File: src/hw/rtl/ue8_pkg.sv
// ============================================================================
// ue8_pkg: shared types and constants of the unicode escape decoder
// Item and result structs, the escape phase type, the run record that
// travels from the front end to the back end, and the UTF-8 constants.
// ============================================================================
package ue8_pkg;

	localparam int unsigned QUEUE_DEPTH = 4;
	localparam int unsigned RUN_BYTES   = 6;

	localparam logic [7:0] BACKSLASH  = 8'h5C;
	localparam logic [7:0] LETTER_U   = 8'h75;
	localparam logic [7:0] UTF8_LEAD2 = 8'hC0;
	localparam logic [7:0] UTF8_LEAD3 = 8'hE0;
	localparam logic [7:0] UTF8_CONT  = 8'h80;

	typedef struct packed {
		logic [7:0] in_byte;
		logic       in_last;
	} in_item_t;

	typedef struct packed {
		logic [7:0] out_byte;
		logic       run_last;
		logic       string_end;
	} out_item_t;

	// Escape progress: a backslash held, then backslash and 'u' with 0..3 digits.
	typedef enum logic [2:0] {
		PH_IDLE = 3'd0,
		PH_BSL  = 3'd1,
		PH_HEX0 = 3'd2,
		PH_HEX1 = 3'd3,
		PH_HEX2 = 3'd4,
		PH_HEX3 = 3'd5
	} phase_t;

	// All output bytes caused by one input item.
	typedef struct packed {
		logic [RUN_BYTES-1:0][7:0] bytes;
		logic [2:0]                cnt;
		logic                      last;
	} run_t;

	typedef struct packed {
		logic full;
		logic empty;
	} q_stat_t;

endpackage

File: src/hw/rtl/ue8_front.sv
// ============================================================================
// ue8_front: escape tracker
// Accepts one input byte per transfer, tracks the escape in progress and
// builds the run of output bytes that the byte causes.
// ============================================================================
module ue8_front (
	input  logic               clk,
	input  logic               arst_n,
	input  logic               item_valid,
	output logic               item_stall,
	input  ue8_pkg::in_item_t  item,
	input  ue8_pkg::q_stat_t   q_stat,
	output logic               push,
	output ue8_pkg::run_t      push_run
);

	ue8_pkg::phase_t phase_q, phase_nxt;
	logic [7:0]      digit_q [3];
	logic [11:0]     code_q;

	logic        acc;
	logic [7:0]  b;
	logic        last;
	logic        is_bs;
	logic        is_u;
	logic        tail;
	logic        hex_ok;
	logic [3:0]  hex_val;
	logic [2:0]  ph;
	logic [2:0]  flush_len;
	logic        use_code;
	logic [15:0] code_full;
	logic [ue8_pkg::RUN_BYTES-1:0][7:0] seq;
	logic [ue8_pkg::RUN_BYTES-1:0][7:0] enc;
	logic [2:0]  enc_cnt;

	assign item_stall = q_stat.full;
	assign acc        = item_valid && !q_stat.full;
	assign b          = item.in_byte;
	assign last       = item.in_last;
	assign is_bs      = (b == ue8_pkg::BACKSLASH);
	assign is_u       = (b == ue8_pkg::LETTER_U);
	assign ph         = 3'(phase_q);
	// The byte itself goes out unless it opens a new escape that stays open.
	assign tail       = !is_bs || last;

	always_comb begin
		hex_ok  = 1'b1;
		hex_val = 4'd0;
		if (b >= 8'h30 && b <= 8'h39) begin
			hex_val = 4'(b - 8'h30);
		end else if (b >= 8'h41 && b <= 8'h46) begin
			hex_val = 4'(b - 8'h37);
		end else if (b >= 8'h61 && b <= 8'h66) begin
			hex_val = 4'(b - 8'h57);
		end else begin
			hex_ok = 1'b0;
		end
	end

	// Next escape phase.
	always_comb begin
		phase_nxt = ue8_pkg::PH_IDLE;
		case (phase_q)
			ue8_pkg::PH_IDLE: begin
				phase_nxt = (is_bs && !last) ? ue8_pkg::PH_BSL : ue8_pkg::PH_IDLE;
			end
			ue8_pkg::PH_BSL: begin
				if (is_u) phase_nxt = last ? ue8_pkg::PH_IDLE : ue8_pkg::PH_HEX0;
				else phase_nxt = (is_bs && !last) ? ue8_pkg::PH_BSL : ue8_pkg::PH_IDLE;
			end
			ue8_pkg::PH_HEX0: begin
				if (hex_ok) phase_nxt = last ? ue8_pkg::PH_IDLE : ue8_pkg::PH_HEX1;
				else phase_nxt = (is_bs && !last) ? ue8_pkg::PH_BSL : ue8_pkg::PH_IDLE;
			end
			ue8_pkg::PH_HEX1: begin
				if (hex_ok) phase_nxt = last ? ue8_pkg::PH_IDLE : ue8_pkg::PH_HEX2;
				else phase_nxt = (is_bs && !last) ? ue8_pkg::PH_BSL : ue8_pkg::PH_IDLE;
			end
			ue8_pkg::PH_HEX2: begin
				if (hex_ok) phase_nxt = last ? ue8_pkg::PH_IDLE : ue8_pkg::PH_HEX3;
				else phase_nxt = (is_bs && !last) ? ue8_pkg::PH_BSL : ue8_pkg::PH_IDLE;
			end
			ue8_pkg::PH_HEX3: begin
				if (hex_ok) phase_nxt = ue8_pkg::PH_IDLE;
				else phase_nxt = (is_bs && !last) ? ue8_pkg::PH_BSL : ue8_pkg::PH_IDLE;
			end
			default: phase_nxt = ue8_pkg::PH_IDLE;
		endcase
	end

	// Run length. A flushed prefix is the held bytes followed by the current
	// byte at the position of the phase, so only its length varies.
	always_comb begin
		flush_len = 3'd0;
		use_code  = 1'b0;
		case (phase_q)
			ue8_pkg::PH_IDLE: begin
				flush_len = tail ? 3'd1 : 3'd0;
			end
			ue8_pkg::PH_BSL: begin
				if (is_u) flush_len = last ? 3'd2 : 3'd0;
				else flush_len = tail ? 3'd2 : 3'd1;
			end
			ue8_pkg::PH_HEX0, ue8_pkg::PH_HEX1, ue8_pkg::PH_HEX2: begin
				if (hex_ok) flush_len = last ? ph + 3'd1 : 3'd0;
				else flush_len = tail ? ph + 3'd1 : ph;
			end
			ue8_pkg::PH_HEX3: begin
				if (hex_ok) use_code = 1'b1;
				else flush_len = tail ? 3'd6 : 3'd5;
			end
			default: flush_len = 3'd0;
		endcase
	end

	always_comb begin
		seq[0] = ue8_pkg::BACKSLASH;
		seq[1] = ue8_pkg::LETTER_U;
		seq[2] = digit_q[0];
		seq[3] = digit_q[1];
		seq[4] = digit_q[2];
		seq[5] = 8'h00;
		for (int i = 0; i < ue8_pkg::RUN_BYTES; i++) begin
			if (ph == 3'(i)) seq[i] = b;
		end
	end

	assign code_full = {code_q, hex_val};

	always_comb begin
		enc = '0;
		if (code_full[15:7] == 9'd0) begin
			enc[0]  = code_full[7:0];
			enc_cnt = 3'd1;
		end else if (code_full[15:11] == 5'd0) begin
			enc[0]  = ue8_pkg::UTF8_LEAD2 | {3'b000, code_full[10:6]};
			enc[1]  = ue8_pkg::UTF8_CONT | {2'b00, code_full[5:0]};
			enc_cnt = 3'd2;
		end else begin
			enc[0]  = ue8_pkg::UTF8_LEAD3 | {4'b0000, code_full[15:12]};
			enc[1]  = ue8_pkg::UTF8_CONT | {2'b00, code_full[11:6]};
			enc[2]  = ue8_pkg::UTF8_CONT | {2'b00, code_full[5:0]};
			enc_cnt = 3'd3;
		end
	end

	assign push_run.bytes = use_code ? enc : seq;
	assign push_run.cnt   = use_code ? enc_cnt : flush_len;
	assign push_run.last  = last;
	assign push           = acc && (push_run.cnt != 3'd0);

	always_ff @(posedge clk or negedge arst_n) begin
		if (!arst_n) begin
			phase_q <= ue8_pkg::PH_IDLE;
			code_q  <= '0;
		end else if (acc) begin
			phase_q <= phase_nxt;
			if (phase_q == ue8_pkg::PH_BSL && is_u) begin
				code_q <= '0;
			end else if (hex_ok && (phase_q == ue8_pkg::PH_HEX0 ||
					phase_q == ue8_pkg::PH_HEX1 || phase_q == ue8_pkg::PH_HEX2)) begin
				code_q <= {code_q[7:0], hex_val};
			end
		end
	end

	always_ff @(posedge clk) begin
		if (acc && hex_ok) begin
			if (phase_q == ue8_pkg::PH_HEX0) digit_q[0] <= b;
			if (phase_q == ue8_pkg::PH_HEX1) digit_q[1] <= b;
			if (phase_q == ue8_pkg::PH_HEX2) digit_q[2] <= b;
		end
	end

	// The end of a string never leaves an escape open.
	a_last_closes: assert property (@(posedge clk) disable iff (!arst_n)
		acc && last |=> phase_q == ue8_pkg::PH_IDLE)
		else $error("escape still open after last byte");

endmodule

File: src/hw/rtl/ue8_queue.sv
// ============================================================================
// ue8_queue: run queue
// Short first-in first-out queue of run records between the escape
// tracker and the byte serializer.
// ============================================================================
module ue8_queue #(
	parameter int unsigned DEPTH = ue8_pkg::QUEUE_DEPTH
) (
	input  logic             clk,
	input  logic             arst_n,
	input  logic             push,
	input  ue8_pkg::run_t    push_run,
	input  logic             pop,
	output ue8_pkg::run_t    head,
	output ue8_pkg::q_stat_t q_stat
);

	localparam int unsigned PW = (DEPTH > 1) ? $clog2(DEPTH) : 1;
	localparam int unsigned CW = $clog2(DEPTH + 1);

	ue8_pkg::run_t  store_q [DEPTH];
	logic [PW-1:0]  wr_q;
	logic [PW-1:0]  rd_q;
	logic [CW-1:0]  cnt_q;

	assign q_stat.full  = (cnt_q == CW'(DEPTH));
	assign q_stat.empty = (cnt_q == '0);
	assign head         = store_q[rd_q];

	always_ff @(posedge clk) begin
		if (push) store_q[wr_q] <= push_run;
	end

	always_ff @(posedge clk or negedge arst_n) begin
		if (!arst_n) begin
			wr_q  <= '0;
			rd_q  <= '0;
			cnt_q <= '0;
		end else begin
			if (push) wr_q <= (wr_q == PW'(DEPTH - 1)) ? '0 : wr_q + 1'b1;
			if (pop) rd_q <= (rd_q == PW'(DEPTH - 1)) ? '0 : rd_q + 1'b1;
			if (push && !pop) cnt_q <= cnt_q + 1'b1;
			else if (pop && !push) cnt_q <= cnt_q - 1'b1;
		end
	end

	a_no_overflow: assert property (@(posedge clk) disable iff (!arst_n)
		push |-> !q_stat.full)
		else $error("run queue written while full");

	a_no_underflow: assert property (@(posedge clk) disable iff (!arst_n)
		pop |-> !q_stat.empty)
		else $error("run queue read while empty");

endmodule

File: src/hw/rtl/ue8_back.sv
// ============================================================================
// ue8_back: byte serializer
// Sends the bytes of the run at the head of the queue one per transfer
// through a registered output, marking run and string ends.
// ============================================================================
module ue8_back (
	input  logic               clk,
	input  logic               arst_n,
	input  ue8_pkg::run_t      head,
	input  ue8_pkg::q_stat_t   q_stat,
	output logic               pop,
	output logic               result_valid,
	input  logic               result_stall,
	output ue8_pkg::out_item_t result
);

	logic [2:0]         idx_q;
	logic               ov_q;
	ue8_pkg::out_item_t out_q;
	logic               load;
	logic               end_of_run;

	// The output register takes a new byte when it is empty or being drained.
	assign load       = !q_stat.empty && (!ov_q || !result_stall);
	assign end_of_run = (idx_q == head.cnt - 3'd1);
	assign pop        = load && end_of_run;

	assign result_valid = ov_q;
	assign result       = out_q;

	always_ff @(posedge clk or negedge arst_n) begin
		if (!arst_n) begin
			ov_q  <= 1'b0;
			idx_q <= '0;
		end else begin
			if (!ov_q || !result_stall) ov_q <= !q_stat.empty;
			if (load) idx_q <= end_of_run ? 3'd0 : idx_q + 3'd1;
		end
	end

	always_ff @(posedge clk) begin
		if (load) begin
			out_q.out_byte   <= head.bytes[idx_q];
			out_q.run_last   <= end_of_run;
			out_q.string_end <= end_of_run && head.last;
		end
	end

	a_run_nonempty: assert property (@(posedge clk) disable iff (!arst_n)
		!q_stat.empty |-> head.cnt != 3'd0)
		else $error("empty run in queue");

	a_idx_in_run: assert property (@(posedge clk) disable iff (!arst_n)
		!q_stat.empty |-> idx_q < head.cnt)
		else $error("byte index beyond run length");

endmodule

File: src/hw/rtl/unicode_escape_to_utf8_core.sv
// The first output byte of an item passes through the run queue, then the output register.
// Throughput: one input byte per cycle unless the run queue is full; the serializer sends
// one output byte per cycle while result_stall is low and works through one run at a time.
// The run queue (QUEUE_DEPTH runs) sets how far input can run ahead of the serializer.
// Reset clears the escape state, the run queue and the output valid.
// ============================================================================
// unicode_escape_to_utf8_core: backslash-u escape to UTF-8 decoder
// Escape tracker front end, run queue, and byte serializer back end.
// ============================================================================
module unicode_escape_to_utf8_core #(
	parameter int unsigned QUEUE_DEPTH = ue8_pkg::QUEUE_DEPTH
) (
	input  logic               clk,
	input  logic               arst_n,
	input  logic               item_valid,
	output logic               item_stall,
	input  ue8_pkg::in_item_t  item,
	output logic               result_valid,
	input  logic               result_stall,
	output ue8_pkg::out_item_t result
);

	logic             push;
	logic             pop;
	ue8_pkg::run_t    push_run;
	ue8_pkg::run_t    head;
	ue8_pkg::q_stat_t q_stat;

	ue8_front u_front (
		.clk        (clk),
		.arst_n     (arst_n),
		.item_valid (item_valid),
		.item_stall (item_stall),
		.item       (item),
		.q_stat     (q_stat),
		.push       (push),
		.push_run   (push_run)
	);

	ue8_queue #(
		.DEPTH (QUEUE_DEPTH)
	) u_queue (
		.clk      (clk),
		.arst_n   (arst_n),
		.push     (push),
		.push_run (push_run),
		.pop      (pop),
		.head     (head),
		.q_stat   (q_stat)
	);

	ue8_back u_back (
		.clk          (clk),
		.arst_n       (arst_n),
		.head         (head),
		.q_stat       (q_stat),
		.pop          (pop),
		.result_valid (result_valid),
		.result_stall (result_stall),
		.result       (result)
	);

endmodule

File: config.mk
export PLATFORM = sky130hd
export DESIGN_NAME = unicode_escape_to_utf8_core
export DESIGN_NICKNAME = d
export VERILOG_FILES = /design/src/hw/rtl/ue8_pkg.sv /design/src/hw/rtl/ue8_front.sv /design/src/hw/rtl/ue8_queue.sv /design/src/hw/rtl/ue8_back.sv /design/src/hw/rtl/unicode_escape_to_utf8_core.sv
export SDC_FILE = /design/constraint.sdc
export NUM_CORES = 1
export LEC_CHECK = 0
export BUFFER_PORTS_ARGS = -buffer_cell sky130_fd_sc_hd__clkbuf_2
export CORE_MARGIN = 8
export CORE_UTILIZATION = 55
export DETAILED_ROUTE_END_ITERATION = 6
export PLACE_DENSITY = 0.71
export SYNTH_ARGS = -nofsm -noshare
export SYNTH_HDL_FRONTEND = slang
export SYNTH_HIERARCHICAL = 1
export SYNTH_SLANG_ARGS = --single-unit
File: constraint.sdc
create_clock -name clk -period 5 [get_ports clk]
set_clock_uncertainty 0.2 [all_clocks]
set_input_delay 0.5 -clock clk [delete_from_list [all_inputs] [get_ports clk]]
set_output_delay 0.5 -clock clk [all_outputs]
set_load 0.05 [all_outputs]
==> flow_summary.html, run 1 <==
<table>
<tr><th>Metric</th><th>Value</th></tr>
<tr><th colspan="2">Run status</th></tr>
<tr><td>Outcome</td><td>finished clean</td></tr>
<tr><th colspan="2">Cells and area</th></tr>
<tr><td>Antenna diode count</td><td>0</td></tr>
<tr><td>Share of cells above drive strength 1</td><td>0.202</td></tr>
<tr><td>Net count of the finished layout</td><td>748</td></tr>
<tr><td>Synthesis-to-layout area growth</td><td>11.0%</td></tr>
<tr><td>Most common cell after layout, fill and taps aside</td><td>sky130_fd_sc_hd__edfxtp_1</td></tr>
<tr><td>Utilization after layout</td><td>0.618</td></tr>
<tr><td>Commonest cells after routing, fill and taps aside</td><td>sky130_fd_sc_hd__edfxtp_1, sky130_fd_sc_hd__mux4_2, sky130_fd_sc_hd__nand2_1</td></tr>
<tr><th colspan="2">STA</th></tr>
<tr><td>Number of endpoints failing setup at the final stage</td><td>0</td></tr>
<tr><td>Count of endpoints failing hold in the final timing report</td><td>0</td></tr>
<tr><td>Total negative slack for setup checks</td><td>0 ns</td></tr>
<tr><td>Post-layout minimum cycle time</td><td>about 4.0 ns</td></tr>
<tr><td>Relative max-transition margin</td><td>0.356</td></tr>
<tr><td>Post-route clock period utilization</td><td>0.797</td></tr>
<tr><td>Max-slew violation count</td><td>0</td></tr>
<tr><td>Unrepaired setup endpoints after global routing</td><td>false</td></tr>
<tr><td>Maximum frequency from static timing analysis</td><td>roughly 0.25 GHz</td></tr>
<tr><td>Tightest Pin Transition</td><td>0.967 ns</td></tr>
<tr><th colspan="2">Placement</th></tr>
<tr><td>Detailed-placement wirelength estimate</td><td>roughly 17000 microns</td></tr>
<tr><td>Count of buffers from port buffering</td><td>24</td></tr>
<tr><td>Final GP Congestion</td><td>roughly 0.91</td></tr>
<tr><th colspan="2">Global routing</th></tr>
<tr><td>GR Overflow Total</td><td>0</td></tr>
<tr><td>Number of global-route vias before repair</td><td>between 6000 and 7000</td></tr>
<tr><td>Number of antenna violations at the first check in global routing</td><td>0</td></tr>
<tr><td>First-pass GRT wire length</td><td>between 30000 and 40000 microns</td></tr>
<tr><td>GRT Resource Usage Total</td><td>0.200</td></tr>
<tr><td>Maximum number of pins on one net before global-route repair</td><td>52</td></tr>
<tr><th colspan="2">Synthesis</th></tr>
<tr><td>Mean instance size in the synthesized netlist</td><td>roughly 17 sq um</td></tr>
<tr><td>Synth Area in Compound Gates</td><td>0.0625</td></tr>
<tr><td>Syn_nets</td><td>between 700 and 800</td></tr>
<tr><td>Area fraction in and, or, nand and nor cells after synthesis</td><td>0.0600</td></tr>
<tr><td>Area leader, netlist</td><td>sky130_fd_sc_hd__edfxtp_1</td></tr>
<tr><td>Yosys warns</td><td>6</td></tr>
<tr><td>Post-synthesis async set-or-reset flop share</td><td>0.0970</td></tr>
<tr><td>Summed instance area of the synthesized netlist</td><td>approximately 12000 sq um</td></tr>
<tr><td>Post-synth cell types</td><td>64</td></tr>
<tr><td>Fraction of post-synthesis cell area in the top cell type by area</td><td>0.627</td></tr>
<tr><td>Adder-cell share of the synthesized area</td><td>0.0190</td></tr>
<tr><td>Flop and latch count out of synthesis</td><td>268</td></tr>
<tr><td>Sequential area share after synthesis</td><td>0.684</td></tr>
<tr><td>Primary flip-flop cell chosen by synthesis mapping</td><td>sky130_fd_sc_hd__edfxtp_1</td></tr>
<tr><td>Number of instances in the synthesized netlist</td><td>685</td></tr>
<tr><td>Xor/xnor share of the synthesized area</td><td>0.00659</td></tr>
<tr><td>Largest family of logic cells by synthesized area</td><td>multiplexers</td></tr>
<tr><td>Synth area leaders</td><td>sky130_fd_sc_hd__edfxtp_1, sky130_fd_sc_hd__mux4_2, sky130_fd_sc_hd__dfrtp_1, sky130_fd_sc_hd__ha_1, sky130_fd_sc_hd__nand2_1</td></tr>
<tr><td>Mux contribution to synthesized area</td><td>0.138</td></tr>
<tr><td>Number of enable flip-flop cells after synthesis</td><td>242</td></tr>
<tr><th colspan="2">Worst setup path</th></tr>
<tr><td>Critical path, cell by cell</td><td>inv_1, ha_1, and2_1, a21oi_1, nor3_1, a21oi_1, nor3_1, o31a_1, ha_1, inv_1, fa_1, xor2_1, nor2_1, xor2_1</td></tr>
<tr><td>Kind of start point of the critical path</td><td>register</td></tr>
<tr><td>Reg-to-reg setup timing slack</td><td>about 1.0 ns</td></tr>
<tr><td>Required time at the worst-slack endpoint</td><td>5.25 ns</td></tr>
<tr><td>Worst reg2reg startpoint</td><td>u_front/ph[1]</td></tr>
<tr><td>Critical path peak fanout</td><td>9</td></tr>
<tr><td>Capture instance of the worst register-to-register path</td><td>u_queue/cnt_q[2]</td></tr>
<tr><td>R2R depth</td><td>14</td></tr>
<tr><td>Critical Path AT</td><td>around 4.2 ns</td></tr>
<tr><td>Startpoint-to-endpoint class of the critical path</td><td>reg -&gt; reg</td></tr>
<tr><td>Slowest cell delay on critical path</td><td>0.48 ns</td></tr>
<tr><td>Critical path endpoint category</td><td>register</td></tr>
<tr><td>Max stage delay cell, worst path</td><td>sky130_fd_sc_hd__dfrtp_1</td></tr>
<tr><th colspan="2">CTS</th></tr>
<tr><td>Buffers inserted by post-CTS timing repair</td><td>0</td></tr>
<tr><td>CTS sink cnt</td><td>~270</td></tr>
<tr><td>Root cell of the clock tree</td><td>sky130_fd_sc_hd__clkbuf_16</td></tr>
<tr><td>Clock latency on the worst-skew pair</td><td>about 0.53 ns</td></tr>
<tr><td>H-tree depth reported by CTS</td><td>1</td></tr>
<tr><td>Worst-path clk slew</td><td>approximately 0.060 ns</td></tr>
<tr><td>Clock tree from TritonCTS</td><td>done</td></tr>
<tr><td>Longest Clk Path Bufs</td><td>3</td></tr>
<tr><td>Clock buffers created by TritonCTS</td><td>27</td></tr>
<tr><th colspan="2">Min path</th></tr>
<tr><td>Type of the most critical hold path</td><td>in -&gt; reg</td></tr>
<tr><td>Launch point of the worst hold path</td><td>item[2]</td></tr>
<tr><td>Number of stages on the worst hold path</td><td>1</td></tr>
<tr><td>Hold Path End</td><td>u_front/digit_q[0][17]</td></tr>
<tr><th colspan="2">Routing</th></tr>
<tr><td>Drt drc</td><td>0</td></tr>
<tr><td>Via count of the routed design</td><td>6347</td></tr>
<tr><td>First-pass iteration count of the detailed router</td><td>5</td></tr>
<tr><td>Detailed Route WL</td><td>26000 microns</td></tr>
<tr><td>Per-cell routed wire length</td><td>approximately 26 microns</td></tr>
<tr><td>Remaining antenna violation count after routing</td><td>0</td></tr>
<tr><td>Initial detailed-routing violation count</td><td>slightly above 600</td></tr>
<tr><td>DR vias/cell</td><td>6.26</td></tr>
<tr><th colspan="2">Power and ir drop</th></tr>
<tr><td>Maximum ir drop on the vdd rail</td><td>356 uV</td></tr>
<tr><td>Leakage power figure</td><td>approximately 4.4 nW</td></tr>
<tr><td>Power density over the cells</td><td>about 540 nW/um^2</td></tr>
<tr><th colspan="2">Floorplanning</th></tr>
<tr><td>I/O pins</td><td>25</td></tr>
<tr><td>Effective utilization at floorplan</td><td>0.556</td></tr>
<tr><td>CORE AREA</td><td>approximately 21000 sq um</td></tr>
<tr><td>Die Area</td><td>around 26000 sq um</td></tr>
<tr><td>Width of the chip</td><td>~160 microns</td></tr>
<tr><td>Std cell rows</td><td>53</td></tr>
<tr><td>Y dimension of the die</td><td>between 150 and 200 microns</td></tr>
<tr><th colspan="2">Run</th></tr>
<tr><td>Max-capacitance violation count</td><td>0</td></tr>
</table>
final cells by class:
cell class | count | area, sq um
clock buffers | 37 | 743
clock inverters | 13 | 124
fillers | 1503 | 7960
inverters | 22 | 82.6
multi-input cells | 358 | 3310
flip-flops and latches | 268 | 7920
well taps | 275 | 344
repair buffers | 41 | 328
worst max-delay path: cells and delay by family, from the launching register on:
kind / cells / cell delay [ns]
adder cells (fa/ha/maj): 3 / 0.91
buffers and inverters: 2 / 0.24
AO/OA/AOI/OAI: 3 / 0.61
AND/OR/NAND/NOR: 4 / 1.14
flip-flops: 1 / 0.48
XOR/XNOR: 2 / 0.33
where the power goes:
group          switching, W  internal, W  total [W]  leakage, nW
Combinational       0.00111     0.000854    0.00196         1.47
Sequential         0.000152      0.00290    0.00305         2.52
Clock              0.000809      0.00115    0.00196        0.424
Total               0.00207      0.00490    0.00697         4.41
cell usage after synthesis, drive strengths merged (2+ instances only):
| cell | number |
|---|---|
| a22o | 14 |
| nor3 | 11 |
| o22a | 2 |
| xnor2 | 4 |
| inv | 21 |
| a21o | 4 |
| xor2 | 2 |
| mux2 | 3 |
| and3 | 9 |
| a22oi | 2 |
| o41ai | 2 |
| nor2 | 44 |
| o221ai | 2 |
| nand3 | 2 |
| mux2i | 19 |
| o22ai | 12 |
| nor2b | 4 |
| a21oi | 33 |
| nand2 | 51 |
| a31o | 2 |
| ha | 16 |
| edfxtp | 242 |
| o21ai | 21 |
| and2 | 9 |
| mux4 | 60 |
| buf | 21 |
| a221oi | 2 |
| clkbuf | 16 |
| dfrtp | 26 |
| nor3b | 3 |
| a31oi | 2 |
| nand2b | 2 |
timing repair:
action	in CTS	in global routing
gates resized for setup	0	0
hold buffers	2	0
hold endpoints to repair	27	0
flip-flops by register name, summed over array words and instances, names as in the netlist:
name and count:
u_queue/store_q 208, u_queue/cnt_q 3, u_front/digit_q 24, u_queue/wr_q 2, u_queue/rd_q 2, u_front/code_q 12, u_back/result 10, u_back/result_valid 1
u_back/idx_q 3, u_front/ph 3
through the flow:
| step | setup WS (ns) | area [sq um] | hold WS (ns) | instances | total power, W |
|---|---|---|---|---|---|
| after CTS | 1.05 | 12900 | 0.0992 | 1014 | 0.00705 |
| after global placement | 0.801 | 12000 | 0.274 | 962 | 0.00501 |
| final | 1.02 | 12900 | 0.115 | 1014 | 0.00697 |
| after detailed placement | 0.636 | 12000 | 0.294 | 962 | 0.00508 |
| after global routing | 0.711 | 12900 | 0.106 | 1014 | 0.00727 |
| after floorplan | 0.680 | 11600 | 0.00441 | 685 | 0.00464 |
logic make-up after synthesis:
group                      count (synthesis)
DFF                                      268
and+or+nand+nor                          143
AOI/OAI and AO/OA                        109
muxes                                     82
buffers and inverters                     59
adders and majority gates                 17
xor gates and xnor gates                   7
how the worst max path moves through the flow:
stage | slack [ns] | depth (start not counted) | end | from
after floorplan | 0.68 | 9 | u_queue/store_q[1][0] | item[5]
after global placement | 0.80 | 15 | u_queue/cnt_q[2] | item[1]
after detailed placement | 0.64 | 13 | u_queue/cnt_q[2] | item[4]
after CTS | 1.05 | 14 | u_queue/cnt_q[2] | u_front/ph[1]
after global routing | 0.71 | 14 | u_queue/cnt_q[2] | u_front/ph[1]
final | 1.02 | 14 | u_queue/cnt_q[2] | u_front/ph[1]
metal layers:
metal | GRT usage | vias to the layer above | share of wire
met4 | 0.0501 | 0 | 0.020
met1 | 0.273 | 3243 | 0.42
met5 | 0 | - | 0
li1 | - | 2776 | -
met3 | 0.0405 | 44 | 0.081
met2 | 0.326 | 284 | 0.48
Note: power is estimated with default switching activity, not from simulation.
==> run 2, diff against run 1 <==
==> constraint.sdc (replaced) <==
create_clock -name clk -period 4.05 [get_ports clk]
set_clock_uncertainty 0.2 [all_clocks]
set_input_delay 0.405 -clock clk [delete_from_list [all_inputs] [get_ports clk]]
set_output_delay 0.405 -clock clk [all_outputs]
set_load 0.05 [all_outputs]
==> run 2 against run 1 <==
  * Sequential share of layout area fell by 0.78 points
  * Die area unchanged
  * Setup slack worse by 0.58 ns
  * Hold slack worse by 0.081 ns
  * First-iteration DRC count rose by 3.6%
  * Cell area is 1.3% higher
  * Cell count increased by 2.2%
  * Core utilization increased by 0.79 points
  * Critical path depth shrank 3
  * Critical path type is now in -> reg
  * Largest cell class unchanged
  * Highest routed layer unchanged
==> flow_summary.html, run 2 (synthesis gave the netlist of run 1 again) <==
<table>
<tr><th>Metric</th><th>Value</th></tr>
<tr><th colspan="2">Run status</th></tr>
<tr><td>Outcome</td><td>finished clean</td></tr>
<tr><th colspan="2">Worst setup path</th></tr>
<tr><td>Max stage delay cell, worst path</td><td>sky130_fd_sc_hd__dlygate4sd3_1</td></tr>
<tr><td>Kind of start point of the critical path</td><td>input port</td></tr>
<tr><td>Worst path bufs/invs</td><td>4</td></tr>
<tr><td>Worst reg2reg startpoint</td><td>u_queue/rd_q[0]</td></tr>
<tr><td>Required time at the worst-slack endpoint</td><td>around 4.1 ns</td></tr>
<tr><td>Critical path peak fanout</td><td>31</td></tr>
<tr><td>Reg-to-reg setup timing slack</td><td>around 0.45 ns</td></tr>
<tr><td>R2R depth</td><td>10</td></tr>
<tr><td>Critical Path AT</td><td>between 3 and 4 ns</td></tr>
<tr><td>Critical path endpoint category</td><td>register</td></tr>
<tr><td>Capture instance of the worst register-to-register path</td><td>u_queue/cnt_q[1]</td></tr>
<tr><td>Critical path, cell by cell</td><td>dlygate4sd3_1, clkbuf_2, and3_1, nor3_2, o21ai_1, a21oi_1, a311o_1, o31a_1, buf_4, and2_2, buf_12</td></tr>
<tr><td>Cell family contributing the most delay on the critical path</td><td>buffers and inverters</td></tr>
<tr><td>Slowest cell delay on critical path</td><td>approximately 0.53 ns</td></tr>
<tr><td>Startpoint-to-endpoint class of the critical path</td><td>in -&gt; reg</td></tr>
<tr><th colspan="2">Placement</th></tr>
<tr><td>Count of buffers from port buffering</td><td>24</td></tr>
<tr><td>Final GP Congestion</td><td>0.922</td></tr>
<tr><td>Dpl cells</td><td>between 900 and 1000</td></tr>
<tr><td>Detailed-placement wirelength estimate</td><td>17500 microns</td></tr>
<tr><th colspan="2">Min path</th></tr>
<tr><td>Type of the most critical hold path</td><td>in -&gt; reg</td></tr>
<tr><td>Number of stages on the worst hold path</td><td>3</td></tr>
<tr><td>Launch point of the worst hold path</td><td>item_valid</td></tr>
<tr><td>Hold Path End</td><td>u_front/ph[1]</td></tr>
<tr><th colspan="2">STA</th></tr>
<tr><td>Unrepaired setup endpoints after global routing</td><td>false</td></tr>
<tr><td>Maximum frequency from static timing analysis</td><td>about 0.28 GHz</td></tr>
<tr><td>Total negative slack for setup checks</td><td>0 ns</td></tr>
<tr><td>Number of endpoints failing setup at the final stage</td><td>0</td></tr>
<tr><td>Relative max-transition margin</td><td>0.417</td></tr>
<tr><td>Count of endpoints failing hold in the final timing report</td><td>0</td></tr>
<tr><td>Max-slew violation count</td><td>0</td></tr>
<tr><td>Post-layout minimum cycle time</td><td>3.62 ns</td></tr>
<tr><td>Post-route clock period utilization</td><td>0.893</td></tr>
<tr><td>Tightest Pin Transition</td><td>just under 0.9 ns</td></tr>
<tr><th colspan="2">Cells and area</th></tr>
<tr><td>Total area of sequential cells</td><td>7920 sq um</td></tr>
<tr><td>Share of cells above drive strength 1</td><td>0.229</td></tr>
<tr><td>Commonest cells after routing, fill and taps aside</td><td>sky130_fd_sc_hd__edfxtp_1, sky130_fd_sc_hd__mux4_2, sky130_fd_sc_hd__nand2_1</td></tr>
<tr><td>Most flop-heavy register</td><td>u_queue/store_q</td></tr>
<tr><td>Biggest regs</td><td>u_queue/store_q x208, u_front/digit_q x24, u_front/code_q x12</td></tr>
<tr><td>Most common cell after layout, fill and taps aside</td><td>sky130_fd_sc_hd__edfxtp_1</td></tr>
<tr><td>Number of flip-flops in the largest register</td><td>208</td></tr>
<tr><td>Filler Cells Inserted</td><td>1500</td></tr>
<tr><td>Multi-input logic area</td><td>between 3000 and 4000 sq um</td></tr>
<tr><td>Synthesis-to-layout area growth</td><td>12.4%</td></tr>
<tr><td>Antenna diode count</td><td>0</td></tr>
<tr><td>Final non-filler cell total</td><td>approximately 1000</td></tr>
<tr><td>Net count of the finished layout</td><td>772</td></tr>
<tr><th colspan="2">Floorplanning</th></tr>
<tr><td>CORE AREA</td><td>roughly 21000 sq um</td></tr>
<tr><td>Y dimension of the die</td><td>roughly 160 microns</td></tr>
<tr><td>Std cell rows</td><td>between 50 and 60</td></tr>
<tr><td>Width of the chip</td><td>161 microns</td></tr>
<tr><td>I/O pins</td><td>25</td></tr>
<tr><td>Effective utilization at floorplan</td><td>0.556</td></tr>
<tr><td>Die Area</td><td>approximately 26000 sq um</td></tr>
<tr><th colspan="2">Global routing</th></tr>
<tr><td>Maximum number of pins on one net before global-route repair</td><td>53</td></tr>
<tr><td>Number of global-route vias before repair</td><td>6646</td></tr>
<tr><td>GRT Resource Usage Total</td><td>0.202</td></tr>
<tr><td>Number of antenna violations at the first check in global routing</td><td>0</td></tr>
<tr><td>First-pass GRT wire length</td><td>around 40000 microns</td></tr>
<tr><td>GR Overflow Total</td><td>0</td></tr>
<tr><th colspan="2">CTS</th></tr>
<tr><td>Clock buffers created by TritonCTS</td><td>27</td></tr>
<tr><td>Worst-path clk slew</td><td>around 0.06 ns</td></tr>
<tr><td>H-tree depth reported by CTS</td><td>1</td></tr>
<tr><td>Clock tree from TritonCTS</td><td>done</td></tr>
<tr><td>Longest Clk Path Bufs</td><td>3</td></tr>
<tr><td>Clock latency on the worst-skew pair</td><td>0.55 ns</td></tr>
<tr><td>Root cell of the clock tree</td><td>sky130_fd_sc_hd__clkbuf_16</td></tr>
<tr><td>CTS sink cnt</td><td>around 270</td></tr>
<tr><th colspan="2">Routing</th></tr>
<tr><td>First-pass iteration count of the detailed router</td><td>5</td></tr>
<tr><td>Per-cell routed wire length</td><td>~25 microns</td></tr>
<tr><td>Drt drc</td><td>0</td></tr>
<tr><td>Remaining antenna violation count after routing</td><td>0</td></tr>
<tr><td>Detailed Route WL</td><td>26200 microns</td></tr>
<tr><td>DR vias/cell</td><td>about 6.2</td></tr>
<tr><td>Via count of the routed design</td><td>between 6000 and 7000</td></tr>
<tr><td>Initial detailed-routing violation count</td><td>around 630</td></tr>
<tr><th colspan="2">Power and ir drop</th></tr>
<tr><td>Power density over the cells</td><td>664 nW/um^2</td></tr>
<tr><td>Leakage power figure</td><td>4.54 nW</td></tr>
<tr><td>Maximum ir drop on the vdd rail</td><td>354 uV</td></tr>
<tr><th colspan="2">Run</th></tr>
<tr><td>Max-capacitance violation count</td><td>0</td></tr>
</table>
==> run 2: through the flow <==
stage	util	hold WS (ns)	instance area [sq um]	power, W	worst slack (ns)
final	0.625	0.0345	13000	0.00864	0.435
after global routing	0.625	0.0451	13000	0.00902	0.181
after CTS	0.625	0.0296	13000	0.00874	0.459
after detailed placement	0.582	0.287	12100	0.00628	0.131
after global placement	0.582	0.277	12100	0.00621	0.194
after floorplan	-	-0.0906	11600	0.00570	0.310
==> run 2: layer usage <==
| metal | global-route usage | vias up | wire length (microns) | part of all wire |
|---|---|---|---|---|
| met2 | 0.330 | 265 | 12900 | 0.49 |
| li1 | - | 2823 | - | - |
| met3 | 0.0313 | 40 | 1770 | 0.068 |
| met1 | 0.278 | 3339 | 10900 | 0.42 |
| met4 | 0.0614 | 0 | 595 | 0.023 |
| met5 | 0 | - | 0 | 0 |
==> run 2: worst max-delay path by stage <==
stage / slack [ns] / startpoint / end / cells past startpoint
2_1_floorplan: 0.31 / item[5] / u_queue/cnt_q[1] / 11
3_3_place_gp: 0.19 / item[5] / u_queue/store_q[3][35] / 10
3_5_place_dp: 0.13 / item[5] / u_queue/store_q[3][11] / 10
4_1_cts: 0.46 / item[3] / u_queue/store_q[3][13] / 11
5_1_grt: 0.18 / item[3] / u_queue/store_q[3][15] / 11
6_report: 0.43 / item[3] / u_queue/store_q[3][25] / 11
==> run 2: power by group <==
part	switching, W	internal (W)
logic	0.00139	0.00107
registers	0.000165	0.00358
clock network	0.00101	0.00143
total	0.00257	0.00607
==> run 2: layout make-up <==
type	instances	share of cell area
Clock buffer	33	0.0536
Clock inverter	15	0.0135
Inverter	22	0.00634
Multi-Input combinational cell	358	0.254
Sequential cell	268	0.608
Tap cell	275	0.0264
Timing Repair Buffer	65	0.0373
==> run 2: worst reg2reg max path, cell delays in order, from the launching register on <==
cell                      delay [ns]
sky130_fd_sc_hd__dfrtp_4        0.46
sky130_fd_sc_hd__mux4_2         0.54
sky130_fd_sc_hd__inv_1          0.08
sky130_fd_sc_hd__ha_1           0.16
sky130_fd_sc_hd__xor3_1         0.38
sky130_fd_sc_hd__nor4b_4        0.57
sky130_fd_sc_hd__inv_1          0.11
sky130_fd_sc_hd__ha_1           0.24
sky130_fd_sc_hd__inv_1          0.07
sky130_fd_sc_hd__fa_1           0.40
sky130_fd_sc_hd__mux2_2         0.26
==> run 2: timing repair <==
item	in CTS	in global routing
hold buffers	3	0
gates resized for setup	0	0
setup buffers	0	0
endpoints found under the hold margin	28	0
